**config.mk**
```make
export PLATFORM = sky130hd
export DESIGN_NAME = i2c_master_transaction_sequencer_unit
export DESIGN_NICKNAME = d
export VERILOG_FILES = /design/src/rtl/i2cseq_pkg.sv /design/src/rtl/i2cseq_ram.sv /design/src/rtl/i2cseq_fifo.sv /design/src/rtl/i2cseq_core.sv /design/src/rtl/i2c_master_transaction_sequencer_unit.sv
export SDC_FILE = /design/constraint.sdc
export NUM_CORES = 1
export LEC_CHECK = 0
export ABC_AREA = 1
export BUFFER_PORTS_ARGS = -buffer_cell sky130_fd_sc_hd__buf_2
export CAP_MARGIN = 0
export CORE_MARGIN = 2
export CORE_UTILIZATION = 48
export DETAILED_ROUTE_END_ITERATION = 7
export GPL_ROUTABILITY_DRIVEN = 0
export PLACE_DENSITY_LB_ADDON = 0.25
export SETUP_SLACK_MARGIN = 0.3
export SYNTH_ARGS = -nofsm -noshare
export SYNTH_HDL_FRONTEND = slang
export SYNTH_SLANG_ARGS = --single-unit
```
**constraint.sdc**
```tcl
create_clock -name clk -period 4.85 [get_ports clk]
set_input_delay 0.7275 -clock clk [delete_from_list [all_inputs] [get_ports clk]]
set_output_delay 0.7275 -clock clk [all_outputs]
set_load 0.02 [all_outputs]
```
**src/rtl/i2cseq_pkg.sv**
```systemverilog
// Shared types and codes for the I2C master transaction sequencer.
// No dependencies; the FIFO, core and top-level files import this package.
`default_nettype none

package i2cseq_pkg;

  // Default sizes of the transaction queue and the outgoing byte FIFO.
  localparam int QUEUE_DEPTH_DEF   = 8;
  localparam int TX_FIFO_DEPTH_DEF = 64;

  // Command codes of an input beat.
  localparam logic [1:0] CMD_ENQUEUE      = 2'd0;
  localparam logic [1:0] CMD_PUSH_BYTE    = 2'd1;
  localparam logic [1:0] CMD_ENGINE_EVENT = 2'd2;
  localparam logic [1:0] CMD_ERROR_EVENT  = 2'd3;

  // Bit positions in event_flags.
  localparam int EV_START_SENT = 0;
  localparam int EV_ADDR_ACKED = 1;
  localparam int EV_TX_EMPTY   = 2;
  localparam int EV_BYTE_DONE  = 3;
  localparam int EV_RX_READY   = 4;
  localparam int EV_BUS_ERROR  = 5;

  // ACK control codes.
  localparam logic [1:0] ACK_LEAVE   = 2'd0;
  localparam logic [1:0] ACK_ENABLE  = 2'd1;
  localparam logic [1:0] ACK_DISABLE = 2'd2;

  // Transaction end codes.
  localparam logic [1:0] END_NONE = 2'd0;
  localparam logic [1:0] END_DONE = 2'd1;
  localparam logic [1:0] END_FAIL = 2'd2;

  typedef struct packed {
    logic [1:0] cmd;
    logic [7:0] addr;
    logic [7:0] len_out;
    logic [7:0] len_in;
    logic [7:0] data;
    logic [5:0] event_flags;
  } in_item_t;

  typedef struct packed {
    logic       write_dr;
    logic [7:0] dr_value;
    logic       set_start;
    logic       set_stop;
    logic [1:0] ack_ctl;
    logic       clear_errors;
    logic       rx_valid;
    logic [7:0] rx_byte;
    logic [1:0] txn_end;
    logic [7:0] txn_id;
    logic [1:0] phase;
    logic       rejected;
  } out_item_t;

  // One queued transaction.
  typedef struct packed {
    logic [7:0] id;
    logic [7:0] len_in;
    logic [7:0] len_out;
    logic [7:0] addr;
  } txn_entry_t;

  // Per-cycle operation request for a FIFO.
  typedef struct packed {
    logic push;
    logic pop;
  } fifo_op_t;

endpackage

`default_nettype wire

```
**src/rtl/i2cseq_ram.sv**
```systemverilog
// Generic simple dual-port RAM: one write port, one read port with registered data.
// No dependencies.
`default_nettype none

module i2cseq_ram #(
  parameter int WIDTH = 8,
  parameter int DEPTH = 64
) (
  input  wire logic                             clk,
  input  wire logic                             we,
  input  wire logic [(DEPTH>1?$clog2(DEPTH):1)-1:0] wr_addr,
  input  wire logic [WIDTH-1:0]                 wr_data,
  input  wire logic [(DEPTH>1?$clog2(DEPTH):1)-1:0] rd_addr,
  output      logic [WIDTH-1:0]                 rd_data
);

  logic [WIDTH-1:0] mem [DEPTH];

  always_ff @(posedge clk) begin
    if (we) begin
      mem[wr_addr] <= wr_data;
    end
    rd_data <= mem[rd_addr];
  end

endmodule

`default_nettype wire

```
**src/rtl/i2cseq_fifo.sv**
```systemverilog
// Circular FIFO on a registered-read RAM, with the head entry always presented on front.
// Depends on i2cseq_pkg and i2cseq_ram.
`default_nettype none

module i2cseq_fifo
  import i2cseq_pkg::*;
#(
  parameter int WIDTH = 8,
  parameter int DEPTH = 64
) (
  input  wire logic                         clk,
  input  wire logic                         rst,
  input  wire fifo_op_t                     op,
  input  wire logic [$clog2(DEPTH+1)-1:0]   drop,
  input  wire logic [WIDTH-1:0]             wr_data,
  output      logic [$clog2(DEPTH+1)-1:0]   count,
  output      logic [WIDTH-1:0]             front
);

  localparam int AW = (DEPTH > 1) ? $clog2(DEPTH) : 1;
  localparam int CW = $clog2(DEPTH + 1);

  logic [AW-1:0]    head;
  logic [AW-1:0]    head_next;
  logic [AW-1:0]    tail;
  logic [AW-1:0]    tail_next;
  logic [CW-1:0]    count_next;
  logic [CW-1:0]    advance;
  logic [CW:0]      head_sum;
  logic [WIDTH-1:0] rd_data;
  logic             bypass;
  logic [WIDTH-1:0] bypass_data;

  // Head moves by one on a pop, or by the drop count; the sum stays below twice the depth.
  always_comb begin
    advance  = drop + CW'(op.pop);
    head_sum = (CW+1)'(head) + (CW+1)'(advance);
    if (head_sum >= (CW+1)'(DEPTH)) begin
      head_next = AW'(head_sum - (CW+1)'(DEPTH));
    end else begin
      head_next = AW'(head_sum);
    end
    if (!op.push) begin
      tail_next = tail;
    end else if (tail == AW'(DEPTH - 1)) begin
      tail_next = '0;
    end else begin
      tail_next = tail + AW'(1);
    end
    count_next = count + CW'(op.push) - CW'(op.pop) - drop;
  end

  always_ff @(posedge clk) begin
    if (rst) begin
      head   <= '0;
      tail   <= '0;
      count  <= '0;
      bypass <= 1'b0;
    end else begin
      head   <= head_next;
      tail   <= tail_next;
      count  <= count_next;
      bypass <= op.push && (tail == head_next);
    end
    bypass_data <= wr_data;
  end

  // The RAM is read at the next head every cycle, so rd_data tracks the head entry;
  // a write to that same slot in the same cycle is forwarded around the RAM.
  i2cseq_ram #(
    .WIDTH (WIDTH),
    .DEPTH (DEPTH)
  ) u_ram (
    .clk     (clk),
    .we      (op.push),
    .wr_addr (tail),
    .wr_data (wr_data),
    .rd_addr (head_next),
    .rd_data (rd_data)
  );

  assign front = bypass ? bypass_data : rd_data;

`ifndef NO_ASSERTIONS
  a_count_bound: assert property (@(posedge clk) disable iff (rst)
    count <= CW'(DEPTH))
    else $error("fifo count beyond depth");
  a_pop_nonempty: assert property (@(posedge clk) disable iff (rst)
    op.pop |-> (count != '0 || op.push))
    else $error("pop from empty fifo");
  a_drop_bound: assert property (@(posedge clk) disable iff (rst)
    drop != '0 |-> (drop <= count && !op.pop && !op.push))
    else $error("drop exceeds fifo contents or overlaps another operation");
`endif

endmodule

`default_nettype wire

```
**src/rtl/i2cseq_core.sv**
```systemverilog
// Transaction state, queue, byte FIFO and the combinational step logic of the sequencer.
// Depends on i2cseq_pkg and i2cseq_fifo.
`default_nettype none

module i2cseq_core
  import i2cseq_pkg::*;
#(
  parameter int QUEUE_DEPTH   = QUEUE_DEPTH_DEF,
  parameter int TX_FIFO_DEPTH = TX_FIFO_DEPTH_DEF
) (
  input  wire logic      clk,
  input  wire logic      rst,
  input  wire logic      step,
  input  wire in_item_t  item,
  output      out_item_t result
);

  localparam int QCW = $clog2(QUEUE_DEPTH + 1);
  localparam int TCW = $clog2(TX_FIFO_DEPTH + 1);
  localparam int DW  = (TCW > 8) ? TCW : 8;

  typedef enum logic [1:0] {
    PH_IDLE = 2'd0,
    PH_SEND = 2'd1,
    PH_RECV = 2'd2
  } phase_t;

  phase_t     phase;
  phase_t     phase_next;
  logic [7:0] cur_addr;
  logic [7:0] cur_addr_next;
  logic [7:0] remain_out;
  logic [7:0] remain_out_next;
  logic [7:0] remain_in;
  logic [7:0] remain_in_next;
  logic [7:0] cur_id;
  logic [7:0] cur_id_next;
  logic [7:0] next_id;
  logic [7:0] next_id_next;

  fifo_op_t   q_op;
  fifo_op_t   q_cmd;
  fifo_op_t   tx_op;
  fifo_op_t   tx_cmd;
  logic [TCW-1:0] tx_drop;
  logic [TCW-1:0] tx_drop_cmd;
  logic [QCW-1:0] q_count;
  logic [TCW-1:0] tx_count;
  txn_entry_t q_front;
  txn_entry_t q_wr;
  txn_entry_t start_entry;
  logic [7:0] tx_front;
  logic [DW-1:0] remain_ext;
  logic [DW-1:0] count_ext;

  assign q_wr = '{id: next_id, len_in: item.len_in, len_out: item.len_out, addr: item.addr};

  always_comb begin
    result          = '0;
    phase_next      = phase;
    cur_addr_next   = cur_addr;
    remain_out_next = remain_out;
    remain_in_next  = remain_in;
    cur_id_next     = cur_id;
    next_id_next    = next_id;
    q_op            = '0;
    tx_op           = '0;
    tx_drop         = '0;
    remain_ext      = DW'(remain_out);
    count_ext       = DW'(tx_count);
    start_entry     = q_front;

    unique case (item.cmd)
      CMD_ENQUEUE: begin
        if (q_count >= QCW'(QUEUE_DEPTH)) begin
          result.rejected = 1'b1;
        end else begin
          q_op.push      = 1'b1;
          result.txn_id  = next_id;
          next_id_next   = next_id + 8'd1;
        end
      end
      CMD_PUSH_BYTE: begin
        if (tx_count >= TCW'(TX_FIFO_DEPTH)) begin
          result.rejected = 1'b1;
        end else begin
          tx_op.push = 1'b1;
        end
      end
      CMD_ENGINE_EVENT: begin
        unique case (phase)
          PH_SEND: begin
            priority if (item.event_flags[EV_START_SENT]) begin
              result.write_dr = 1'b1;
              result.dr_value = cur_addr;
            end else if (item.event_flags[EV_ADDR_ACKED]) begin
              // The first data byte goes out on the following tx-empty event.
            end else if (item.event_flags[EV_TX_EMPTY]) begin
              if (remain_out != 8'd0) begin
                // An empty FIFO sends a zero byte instead of stalling the bus.
                result.write_dr = 1'b1;
                if (tx_count != '0) begin
                  result.dr_value = tx_front;
                  tx_op.pop       = 1'b1;
                end
                remain_out_next = remain_out - 8'd1;
              end else if (item.event_flags[EV_BYTE_DONE]) begin
                if (remain_in != 8'd0) begin
                  result.set_start = 1'b1;
                  phase_next       = PH_RECV;
                end else begin
                  result.set_stop = 1'b1;
                  result.txn_end  = END_DONE;
                  result.txn_id   = cur_id;
                  phase_next      = PH_IDLE;
                end
              end
            end else begin
              // Other events leave the write phase where it is.
            end
          end
          PH_RECV: begin
            priority if (item.event_flags[EV_START_SENT]) begin
              result.write_dr = 1'b1;
              result.dr_value = cur_addr | 8'd1;
            end else if (item.event_flags[EV_ADDR_ACKED]) begin
              if (remain_in == 8'd0) begin
                result.set_stop = 1'b1;
                result.txn_end  = END_DONE;
                result.txn_id   = cur_id;
                phase_next      = PH_IDLE;
              end else if (remain_in == 8'd1) begin
                result.ack_ctl  = ACK_DISABLE;
                result.set_stop = 1'b1;
              end else begin
                result.ack_ctl = ACK_ENABLE;
              end
            end else if (item.event_flags[EV_RX_READY] && remain_in != 8'd0) begin
              result.rx_valid = 1'b1;
              result.rx_byte  = item.data;
              remain_in_next  = remain_in - 8'd1;
              if (remain_in == 8'd2) begin
                result.ack_ctl  = ACK_DISABLE;
                result.set_stop = 1'b1;
              end
              if (remain_in == 8'd1) begin
                result.txn_end = END_DONE;
                result.txn_id  = cur_id;
                phase_next     = PH_IDLE;
              end
            end else begin
              // Other events, and a receive event with no byte left, are ignored.
            end
          end
          default: begin
            // No transaction in flight: engine events are ignored.
          end
        endcase
      end
      CMD_ERROR_EVENT: begin
        result.clear_errors = 1'b1;
        if (phase != PH_IDLE) begin
          // Discard the unsent bytes of this transaction that are already queued.
          if (remain_ext < count_ext) begin
            tx_drop = TCW'(remain_out);
          end else begin
            tx_drop = tx_count;
          end
          remain_out_next = 8'd0;
          remain_in_next  = 8'd0;
          result.txn_end  = END_FAIL;
          result.txn_id   = cur_id;
          result.set_stop = 1'b1;
          phase_next      = PH_IDLE;
        end
        if (item.event_flags[EV_BUS_ERROR]) begin
          result.set_stop = 1'b1;
        end
      end
      default: begin
      end
    endcase

    // Launch the oldest queued transaction whenever the sequencer is left idle.
    if (phase_next == PH_IDLE && (q_count != '0 || q_op.push)) begin
      if (q_count == '0) begin
        start_entry = q_wr;
      end
      q_op.pop         = 1'b1;
      cur_addr_next    = start_entry.addr;
      remain_out_next  = start_entry.len_out;
      remain_in_next   = start_entry.len_in;
      cur_id_next      = start_entry.id;
      phase_next       = (start_entry.len_out != 8'd0) ? PH_SEND : PH_RECV;
      result.set_start = 1'b1;
    end

    result.phase = phase_next;
  end

  assign q_cmd       = step ? q_op : '0;
  assign tx_cmd      = step ? tx_op : '0;
  assign tx_drop_cmd = step ? tx_drop : '0;

  always_ff @(posedge clk) begin
    if (rst) begin
      phase      <= PH_IDLE;
      cur_addr   <= 8'd0;
      remain_out <= 8'd0;
      remain_in  <= 8'd0;
      cur_id     <= 8'd0;
      next_id    <= 8'd0;
    end else if (step) begin
      phase      <= phase_next;
      cur_addr   <= cur_addr_next;
      remain_out <= remain_out_next;
      remain_in  <= remain_in_next;
      cur_id     <= cur_id_next;
      next_id    <= next_id_next;
    end
  end

  i2cseq_fifo #(
    .WIDTH ($bits(txn_entry_t)),
    .DEPTH (QUEUE_DEPTH)
  ) u_txn_queue (
    .clk     (clk),
    .rst     (rst),
    .op      (q_cmd),
    .drop    ('0),
    .wr_data (q_wr),
    .count   (q_count),
    .front   (q_front)
  );

  i2cseq_fifo #(
    .WIDTH (8),
    .DEPTH (TX_FIFO_DEPTH)
  ) u_tx_fifo (
    .clk     (clk),
    .rst     (rst),
    .op      (tx_cmd),
    .drop    (tx_drop_cmd),
    .wr_data (item.data),
    .count   (tx_count),
    .front   (tx_front)
  );

`ifndef NO_ASSERTIONS
  a_idle_no_remaining: assert property (@(posedge clk) disable iff (rst)
    phase == PH_IDLE |-> (remain_out == 8'd0 && remain_in == 8'd0))
    else $error("idle with bytes still outstanding");
  a_tx_pop_in_send: assert property (@(posedge clk) disable iff (rst)
    tx_cmd.pop |-> (phase == PH_SEND && item.cmd == CMD_ENGINE_EVENT))
    else $error("byte taken from fifo outside the write phase");
  a_reject_when_full: assert property (@(posedge clk) disable iff (rst)
    (step && result.rejected) |->
      ((item.cmd == CMD_ENQUEUE && q_count == QCW'(QUEUE_DEPTH)) ||
       (item.cmd == CMD_PUSH_BYTE && tx_count == TCW'(TX_FIFO_DEPTH))))
    else $error("beat rejected while its store had room");
`endif

endmodule

`default_nettype wire

```
**src/rtl/i2c_master_transaction_sequencer_unit.sv**
```systemverilog
// I2C master transaction sequencer: queues write-then-read transactions and drives a
// byte-level I2C engine. Depends on i2cseq_pkg and i2cseq_core.
`default_nettype none

// The sequencer takes one beat per clock on its input channel while the consumer takes
// its results, and returns exactly one result beat for each. An input beat is first
// captured in an input register; once the result register is free or being emptied,
// the step logic reads that register together with the transaction state, updates the
// state and loads the result register. The state is updated once per processed beat,
// so the sustained rate is one beat per cycle: a new beat is taken in the same cycle
// in which the previous one is processed, and the input side keeps accepting while a
// finished result waits for the consumer, until both registers are full. Enqueue
// beats append to the transaction queue (QUEUE_DEPTH entries) and return the assigned
// id; push beats append to the outgoing byte FIFO (TX_FIFO_DEPTH bytes). A beat that
// finds its store full is answered with rejected set and changes nothing. Both stores
// sit in registered-read RAMs whose head entry is prefetched every cycle, so a byte or
// transaction written one beat earlier is immediately usable. Whenever the sequencer
// is left idle and a transaction is queued, that transaction starts in the same beat,
// possibly together with the STOP of the one that just ended. No clearing pass is
// needed after reset: the stores are guarded by their fill counts.
module i2c_master_transaction_sequencer_unit
  import i2cseq_pkg::*;
#(
  parameter int QUEUE_DEPTH   = QUEUE_DEPTH_DEF,
  parameter int TX_FIFO_DEPTH = TX_FIFO_DEPTH_DEF
) (
  input  wire logic      clk,
  input  wire logic      rst,
  input  wire logic      in_valid,
  output      logic      in_ready,
  input  wire in_item_t  in_item,
  output      logic      out_valid,
  input  wire logic      out_ready,
  output      out_item_t out_item
);

  logic      held_valid;
  in_item_t  held_item;
  logic      step;
  out_item_t step_result;

  // The held beat is processed when the result register is free or being emptied.
  assign step     = held_valid && (!out_valid || out_ready);
  assign in_ready = !held_valid || step;

  always_ff @(posedge clk) begin
    if (rst) begin
      held_valid <= 1'b0;
      out_valid  <= 1'b0;
    end else begin
      if (in_ready) begin
        held_valid <= in_valid;
      end
      if (step) begin
        out_valid <= 1'b1;
      end else if (out_ready) begin
        out_valid <= 1'b0;
      end
    end
    if (in_valid && in_ready) begin
      held_item <= in_item;
    end
    if (step) begin
      out_item <= step_result;
    end
  end

  i2cseq_core #(
    .QUEUE_DEPTH   (QUEUE_DEPTH),
    .TX_FIFO_DEPTH (TX_FIFO_DEPTH)
  ) u_core (
    .clk    (clk),
    .rst    (rst),
    .step   (step),
    .item   (held_item),
    .result (step_result)
  );

`ifndef NO_ASSERTIONS
  a_step_needs_beat: assert property (@(posedge clk) disable iff (rst)
    step |-> held_valid)
    else $error("step without a held beat");
  a_result_after_step: assert property (@(posedge clk) disable iff (rst)
    step |=> out_valid)
    else $error("processed beat produced no result");
  a_no_overwrite: assert property (@(posedge clk) disable iff (rst)
    (out_valid && !out_ready) |-> !step)
    else $error("pending result overwritten");
`endif

endmodule

`default_nettype wire
```
# == Word level (Yosys, flattened, before mapping) ==
# Memory sizes are Yosys's and may differ from the RTL's. A register that Yosys moved wholly into a read port is not among the register bits.
# Index checks and enable logic that the tools add are counted.
# classes
addsub,15
n_mul,0
div_mod_pow,0
n_lt_le_gt_ge,5
eq_ne,19
n_shift,0
muxes,108
n_bitwise,4
reduce_logical,30
# ops
operator,count
$mux W8,15
$mux W32,3
$mux W10,8
$mux W9,6
$mux W2,21
$pmux W8 S2,2
$mux W1,29
$mux W7,4
$pmux W8 S3,1
$reduce_bool A8 Y1,3
$mux W11,2
$pmux W10 S2,1
$mux W19,1
$mux W3,6
$pmux W9 S2,1
$sub A8 B1 Y8 const B,2
$ne A3 B2 Y1 const B,5
$add A7 B1 Y7,2
$mux W6,2
$pmux W2 S2,3
$ne A3 B1 Y1 const B,3
$add A6 B7 Y8,1
$add A8 B1 Y8 const B,1
$eq A8 B1 Y1 const B,1
other kinds (39),58
# totals
regBits,191
latch_bits,0
ramBits,768
mem_bits_ro,0
inputBits,44
out_inout_bits,38
elab_cells,219
memories,2
# mem_list
memory,words,width,rd,rd_ports_with_merged_regs,wr,line,text
u_core.u_tx_fifo.u_ram.mem,64,8,1,1,1,i2cseq_ram.sv:17,logic [WIDTH-1:0] mem [DEPTH];
u_core.u_txn_queue.u_ram.mem,8,32,1,1,1,i2cseq_ram.sv:17,

# == Longest topological paths before layout ==
# depth
word_depth,18
depth_mapped,28
ltp_nobuf,28

# == Hierarchy ==
# Synthesis repeated with hierarchy kept, for this count alone.
# unflattened
hier_cells,4048
area_unflattened_um2,42858.6
# modules_own_cells
mod,n_inst,cells_each,area_each_um2,seq_area_each_um2
i2cseq_ram at u_core.u_tx_fifo.u_ram,1,1822,21291.7,15534.9
i2cseq_ram at u_core.u_txn_queue.u_ram,1,1156,11872.6,8328.0
i2cseq_core,1,591,3662.3,840.8
i2c_master_transaction_sequencer_unit,1,88,2373.5,2322.2
i2cseq_fifo at u_core.u_txn_queue,1,159,1894.3,860.8
i2cseq_fifo at u_core.u_tx_fifo,1,232,1764.2,560.5

# == Worst setup path before layout ==
# OpenSTA, ideal clock, no wires.
# synth_timing
path_kind,input port to flip-flop
from,input port out_ready
to,"register u_core.u_tx_fifo.u_ram.rd_data[1], read port of u_core.u_tx_fifo.u_ram.mem"
setup_time_ns,0.115
arrival_time_ns,4.834
t_required_ns,4.735
setup_slack_ns,-0.099
path_stages,23
n_path_buf,1
path_cell_list,inv_1 > nand2_1 > nand2_2 > inv_1 > nand2_2 > inv_2 > o21ai_0 > a21oi_1 > ha_1 > ha_1 > xor2_1 > inv_1 > ha_1 > a21o_1 > a31o_2 > xor2_1 > inv_1 > clkbuf_1 > o211ai_1 > nand2_1 > a22o_1 > nand3_1 > nand2_1
# synth_between
elab_chain_cells,7
elab_cells_between_ends,9
cone_classes,3 x add/sub; 1 x order compare; 3 x mux; 2 x reduce/logical
# synth_lines
element,line,text
"start, declared",i2c_master_transaction_sequencer_unit.sv:33,"input wire logic out_ready,"
$logic_or A1 B1 Y1 *,i2c_master_transaction_sequencer_unit.sv:43,assign step = held_valid && (!out_valid || out_ready);
$logic_and A1 B1 Y1 *,i2c_master_transaction_sequencer_unit.sv:43,
via step,i2c_master_transaction_sequencer_unit.sv:39,logic step;
$mux W7 / $mux W2 (equally long branches),"i2cseq_core.sv:203, i2cseq_core.sv:202",
$add A7 B1 Y7 *,i2cseq_fifo.sv:36,advance = drop + CW'(op.pop);
$add A6 B7 Y8 *,i2cseq_fifo.sv:37,head_sum = (CW+1)'(head) + (CW+1)'(advance);
$ge A8 B7 Y1 / $sub A6 B1 Y6 (equally long branches),"i2cseq_fifo.sv:38, i2cseq_fifo.sv:39",
$mux W6 *,i2cseq_fifo.sv:38,if (head_sum >= (CW+1)'(DEPTH)) begin
"end, declared",i2cseq_ram.sv:14,output logic [WIDTH-1:0] rd_data
# The timed path passes the listed nets; every way through them passes the cells marked *.
# A chain may end at the register's enable or synchronous reset.

# == Final worst setup path ==
# layout_timing
from,register u_core.remain_out[5] (netlist: u_core.remain_ext[5])
to,"register u_core.u_tx_fifo.u_ram.rd_data[2], read port of u_core.u_tx_fifo.u_ram.mem"
# layout_between
elab_chain_cells,12
elab_cells_between_ends,18
cone_classes,3 x add/sub; 2 x order compare; 12 x mux; 1 x reduce/logical
# layout_lines
element,line,text
"start, declared",i2cseq_core.sv:32,logic [7:0] remain_out;
"start signal, assigned",i2cseq_core.sv:216,remain_out <= remain_out_next;
$reduce_bool A8 Y1,i2cseq_core.sv:99,if (remain_out != 8'd0) begin
$mux W1,i2cseq_core.sv:99,
$mux W1,i2cseq_core.sv:98,end else if (item.event_flags[EV_TX_EMPTY]) begin
$mux W1,i2cseq_core.sv:96,end else if (item.event_flags[EV_ADDR_ACKED]) begin
$mux W1,i2cseq_core.sv:93,priority if (item.event_flags[EV_START_SENT]) begin
$mux W1,i2cseq_core.sv:91,unique case (phase)
$mux W1,i2cseq_core.sv:73,unique case (item.cmd)
$mux W2,i2cseq_core.sv:202,assign tx_cmd = step ? tx_op : '0;
$add A7 B1 Y7 *,i2cseq_fifo.sv:36,
$add A6 B7 Y8 *,i2cseq_fifo.sv:37,
$ge A8 B7 Y1 / $sub A6 B1 Y6 (equally long branches),"i2cseq_fifo.sv:38, i2cseq_fifo.sv:39",
$mux W6 *,i2cseq_fifo.sv:38,
# Mark *: on every way between the ends. The rest lies on a longest branch, timed or not.

==> flow_summary.yaml <==
yosys:
  yosys_warnings: 0
  synth_edf_count: 844
  muxShareOfSynthArea: 0.00460
  syn_avg_cell_area_um2: 12.1
  synth_xor_area_frac: 0.00394
  synthAdderAreaFrac: 0.0175
  netlist_instances: 3312
  synth_compound_area_frac: 0.123
  synth_cell_types: 55
  syn_area_um2: 40000
  syn_nets: 3409
  synth_top_family_by_area: "compound AO/OA/AOI/OAI gates"
  ys.flop_type: "edfxtp_1"
  async_reset_ff_frac: 0
  ys_seq_elements: 999
  synth_seq_area_share: 0.712
  synth-simple-area-share: 0.106
worst_setup_path:
  ff2ff_path_depth: 19
  critPathMostFrequentCell: "o21ai_2"
  cp.required_ps: 5460
  critPathMaxStageDelay_ps: 910
  path_class: "reg -> reg"
  reg2reg_to: "u_core.u_tx_fifo.u_ram.rd_data[2]"
  arrival_ps: 5040
  end_kind: "flip-flop"
  slowest_stage: "fa_4"
  r2r_setup_slack_ps: 420
  startpoint_type: "flip-flop"
  path_max_fanout: 28
  rr_startpoint: "u_core.remain_ext[5]"
  cp_cell_sequence: "ha_4 -> a21o_1 -> a211oi_4 -> nand2_4 -> o21ai_2 -> a21oi_2 -> ha_2 -> ha_1 -> inv_1 -> fa_4 -> buf_4 -> buf_16 -> o21ai_0 -> o221ai_1 -> o21ai_2 -> nand2_1 -> and3_1 -> o21ai_2 -> nand2_1"
worst_hold_path:
  holdCritStartpoint: "in_item[17]"
  min_to: "held_item[17]"
  min_path_cells: 1
  hold_class: "in -> reg"
clocking:
  numClockSinks: 999
  cts-root-buf: "clkbuf_16"
  cts_made_buffers: 100
  hold_buffers: 0
  clkSlewWorstSetupHoldPaths_ps: 60
  cts_max_path_buffers: 3
  cts_tree: "done"
  worstSkewPairLatency_ps: 680
  h-tree-depth: 3
timing:
  worst_pin_slew_ps: 1260
  finalHoldViolations: 0
  finalClockSkew_ps: 50.7
  max_freq_mhz: 226
  finalWorstSetupSlack_ps: 420
  slew_headroom: 0.162
  slew_viol_final: 0
  rsz0062_at_grt: "false"
  timing.final.crit_share: 0.913
  holdWs_ps: 224
  fin_crit_ps: 4430
  tns_ps: 0
  setup_viol: 0
drt:
  drc: 0
  dr.pass1.iters: 6
  routed_wirelength_um: 101000
  antenna_left: 0
  num_vias: 26400
  initialDrtViolationCount: 3082
  vias_per_cell: 5.74
  wl_per_cell_um: 22.0
floorplanning:
  die_h_um: 293
  initial_utilization: 0.486
  rows: 105
  dieArea_um2: 85600
  die_w_um: 293
  core_um2: 82200
  ios: 82
grt:
  grt_pass1_vias: 25200
  grt_max_degree: 130
  antenna_found_initial: 1
  grt_overflow_total: 0
  grt_pass1_wl_um: 152000
  grt.total_usage: 0.232
power:
  p_leak_nw: 16.0
  ir_worst_vdd_uv: 280
  power.density_nw_per_um2: 444
layout:
  antenna_cells: 0
  stdcell_area_um2: 45900
  drive_gt1_frac: 0.131
  final_cells: 4594
  fill_cells: 6673
  regArea_um2: 28500
  final_nets: 3536
  syn2layout_area_growth_pct: 14.8
  multiInputGateArea_um2: 10500
flow_run:
  cap_violations: 0
status:
  status: "complete, no violations"
place:
  port_buffers: 81
  pre_cts_ws_ps: 58.9
  post-place-cells: 4387
  dp_hpwl_um: 58500
  placed_cell_area_um2: 42200
==> report_power, final <==
part	leakage (nW)	switching (mW)	internal, mW
registers	8.93	0.180	9.56
logic	5.38	1.92	0.908
clock network	1.64	3.26	4.54
==> state kept, by name, indices dropped and copies added (netlist names), 7 cells and up <==
signal / count
u_core.next_id: 8
u_core.remain_ext: 8
u_core.u_tx_fifo.u_ram.rd_data: 8
u_core.u_txn_queue.u_ram.rd_data: 32
out_item: 36
u_core.cur_id: 8
u_core.u_tx_fifo.count: 7
u_core.cur_addr: 8
u_core.u_tx_fifo.u_ram.mem: 512
u_core.u_txn_queue.u_ram.mem: 256
u_core.u_tx_fifo.bypass_data: 8
u_core.remain_in: 8
u_core.u_txn_queue.bypass_data: 32
held_item: 40
==> per-layer routing <==
metal | global-route usage | vias to the layer above | share of wire
met5 | 0 | - | 0
met4 | 0.0764 | 0 | 0.027
met3 | 0.0479 | 151 | 0.090
met2 | 0.356 | 1131 | 0.45
met1 | 0.331 | 12800 | 0.43
li1 | - | 12200 | -
==> synthesized netlist by cell type (3+ instances only) <==
master | n | area share
edfxtp_1 | 844 | 0.63
nor2_1 | 630 | 0.059
o21ai_0 | 474 | 0.059
nand2_1 | 270 | 0.025
clkbuf_1 | 162 | 0.015
dfxtp_1 | 155 | 0.078
inv_1 | 140 | 0.013
o22ai_1 | 83 | 0.013
a21oi_1 | 80 | 0.010
nand3_1 | 73 | 0.0091
o221ai_1 | 64 | 0.014
a31oi_1 | 50 | 0.0078
ha_1 | 48 | 0.015
o211ai_1 | 40 | 0.0075
nor3_1 | 21 | 0.0026
a32o_1 | 17 | 0.0043
mux2i_1 | 15 | 0.0038
buf_1 | 12 | 0.0011
xor2_1 | 11 | 0.0024
nand2_2 | 9 | 0.0014
and3_1 | 8 | 0.0013
buf_2 | 8 | 0.0010
nand4_1 | 8 | 0.0013
o21ai_2 | 8 | 0.0018
a22o_1 | 7 | 0.0015
xnor2_1 | 7 | 0.0015
fa_1 | 5 | 0.0025
nor2_2 | 5 | 0.00078
nor2_4 | 5 | 0.0014
a21o_1 | 4 | 0.00075
buf_6 | 4 | 0.0011
clkinv_1 | 4 | 0.00038
inv_2 | 4 | 0.00038
nor4_1 | 4 | 0.00063
buf_4 | 3 | 0.00056
mux2_2 | 3 | 0.00085
nand3_2 | 3 | 0.00075
==> what timing repair did <==
item                       4_1_cts  5_1_grt
gates resized for setup          9       38
setup buffers                    4       13
gates cloned                     0        3
pin swaps                        3       12
setup endpoints to repair        8       10
==> final cells by class <==
type / instances / share of cell area
sequential: 999 / 0.620
multi-input combinational: 1976 / 0.228
clock buffer: 126 / 0.0580
timing repair buffer: 214 / 0.0377
tap: 1070 / 0.0292
clock inverter: 61 / 0.0149
inverter: 148 / 0.0126
==> metrics by stage <==
stage	utilization	power, mW
2_1_floorplan	-	11.7
3_3_place_gp	0.513	12.6
3_5_place_dp	0.513	12.6
4_1_cts	0.554	20.4
5_1_grt	0.558	21.2
6_report	0.558	20.4
==> worst max path at each step <==
stage	end	slack [ps]	startpoint
3_3_place_gp	u_core.u_tx_fifo.u_ram.rd_data[7]	100	u_core.u_tx_fifo.count[5]
5_1_grt	u_core.u_tx_fifo.u_ram.rd_data[5]	270	u_core.remain_ext[5]
3_5_place_dp	u_core.u_tx_fifo.u_ram.rd_data[7]	60	u_core.u_tx_fifo.count[5]
6_report	u_core.u_tx_fifo.u_ram.rd_data[2]	420	u_core.remain_ext[5]
4_1_cts	u_core.u_tx_fifo.u_ram.rd_data[5]	260	u_core.u_tx_fifo.count[5]
2_1_floorplan	u_core.u_tx_fifo.u_ram.rd_data[1]	300	out_ready
==> logic make-up (layout without fill, tap and decap cells) <==
logic type / Yosys count / in the layout
adder cells (fa/ha/maj): 53 / 53
flip-flops: 999 / 999
AND/OR/NAND/NOR: 1044 / 1044
AO/OA/AOI/OAI: 843 / 843
multiplexers: 18 / 18
buffers and inverters: 337 / 549
XOR/XNOR: 18 / 18
==> layout by cell type, fill, tap and decap left out, types with 16 or more instances in the layout <==
cell type / count
clkbuf_1: 20
inv_1: 132
clkinv_2: 28
a31oi_1: 50
o221ai_1: 64
o211ai_1: 40
buf_4: 108
o22ai_1: 83
a21oi_1: 71
clkbuf_16: 103
nor3_1: 16
nand2_1: 270
dfxtp_1: 152
o21ai_0: 469
nor2_1: 625
ha_1: 41
edfxtp_1: 844
buf_2: 81
nand3_1: 73
buf_12: 18
==> critical path, delay by kind of cell (launching register included) <==
kind            cells  cell delay, ps
compound gates      8            1420
flops               1             420
buf+inv             3             410
simple gates        4             450
fa+ha+maj           4            1630
No activity file was read; power rests on OpenSTA's default activity.
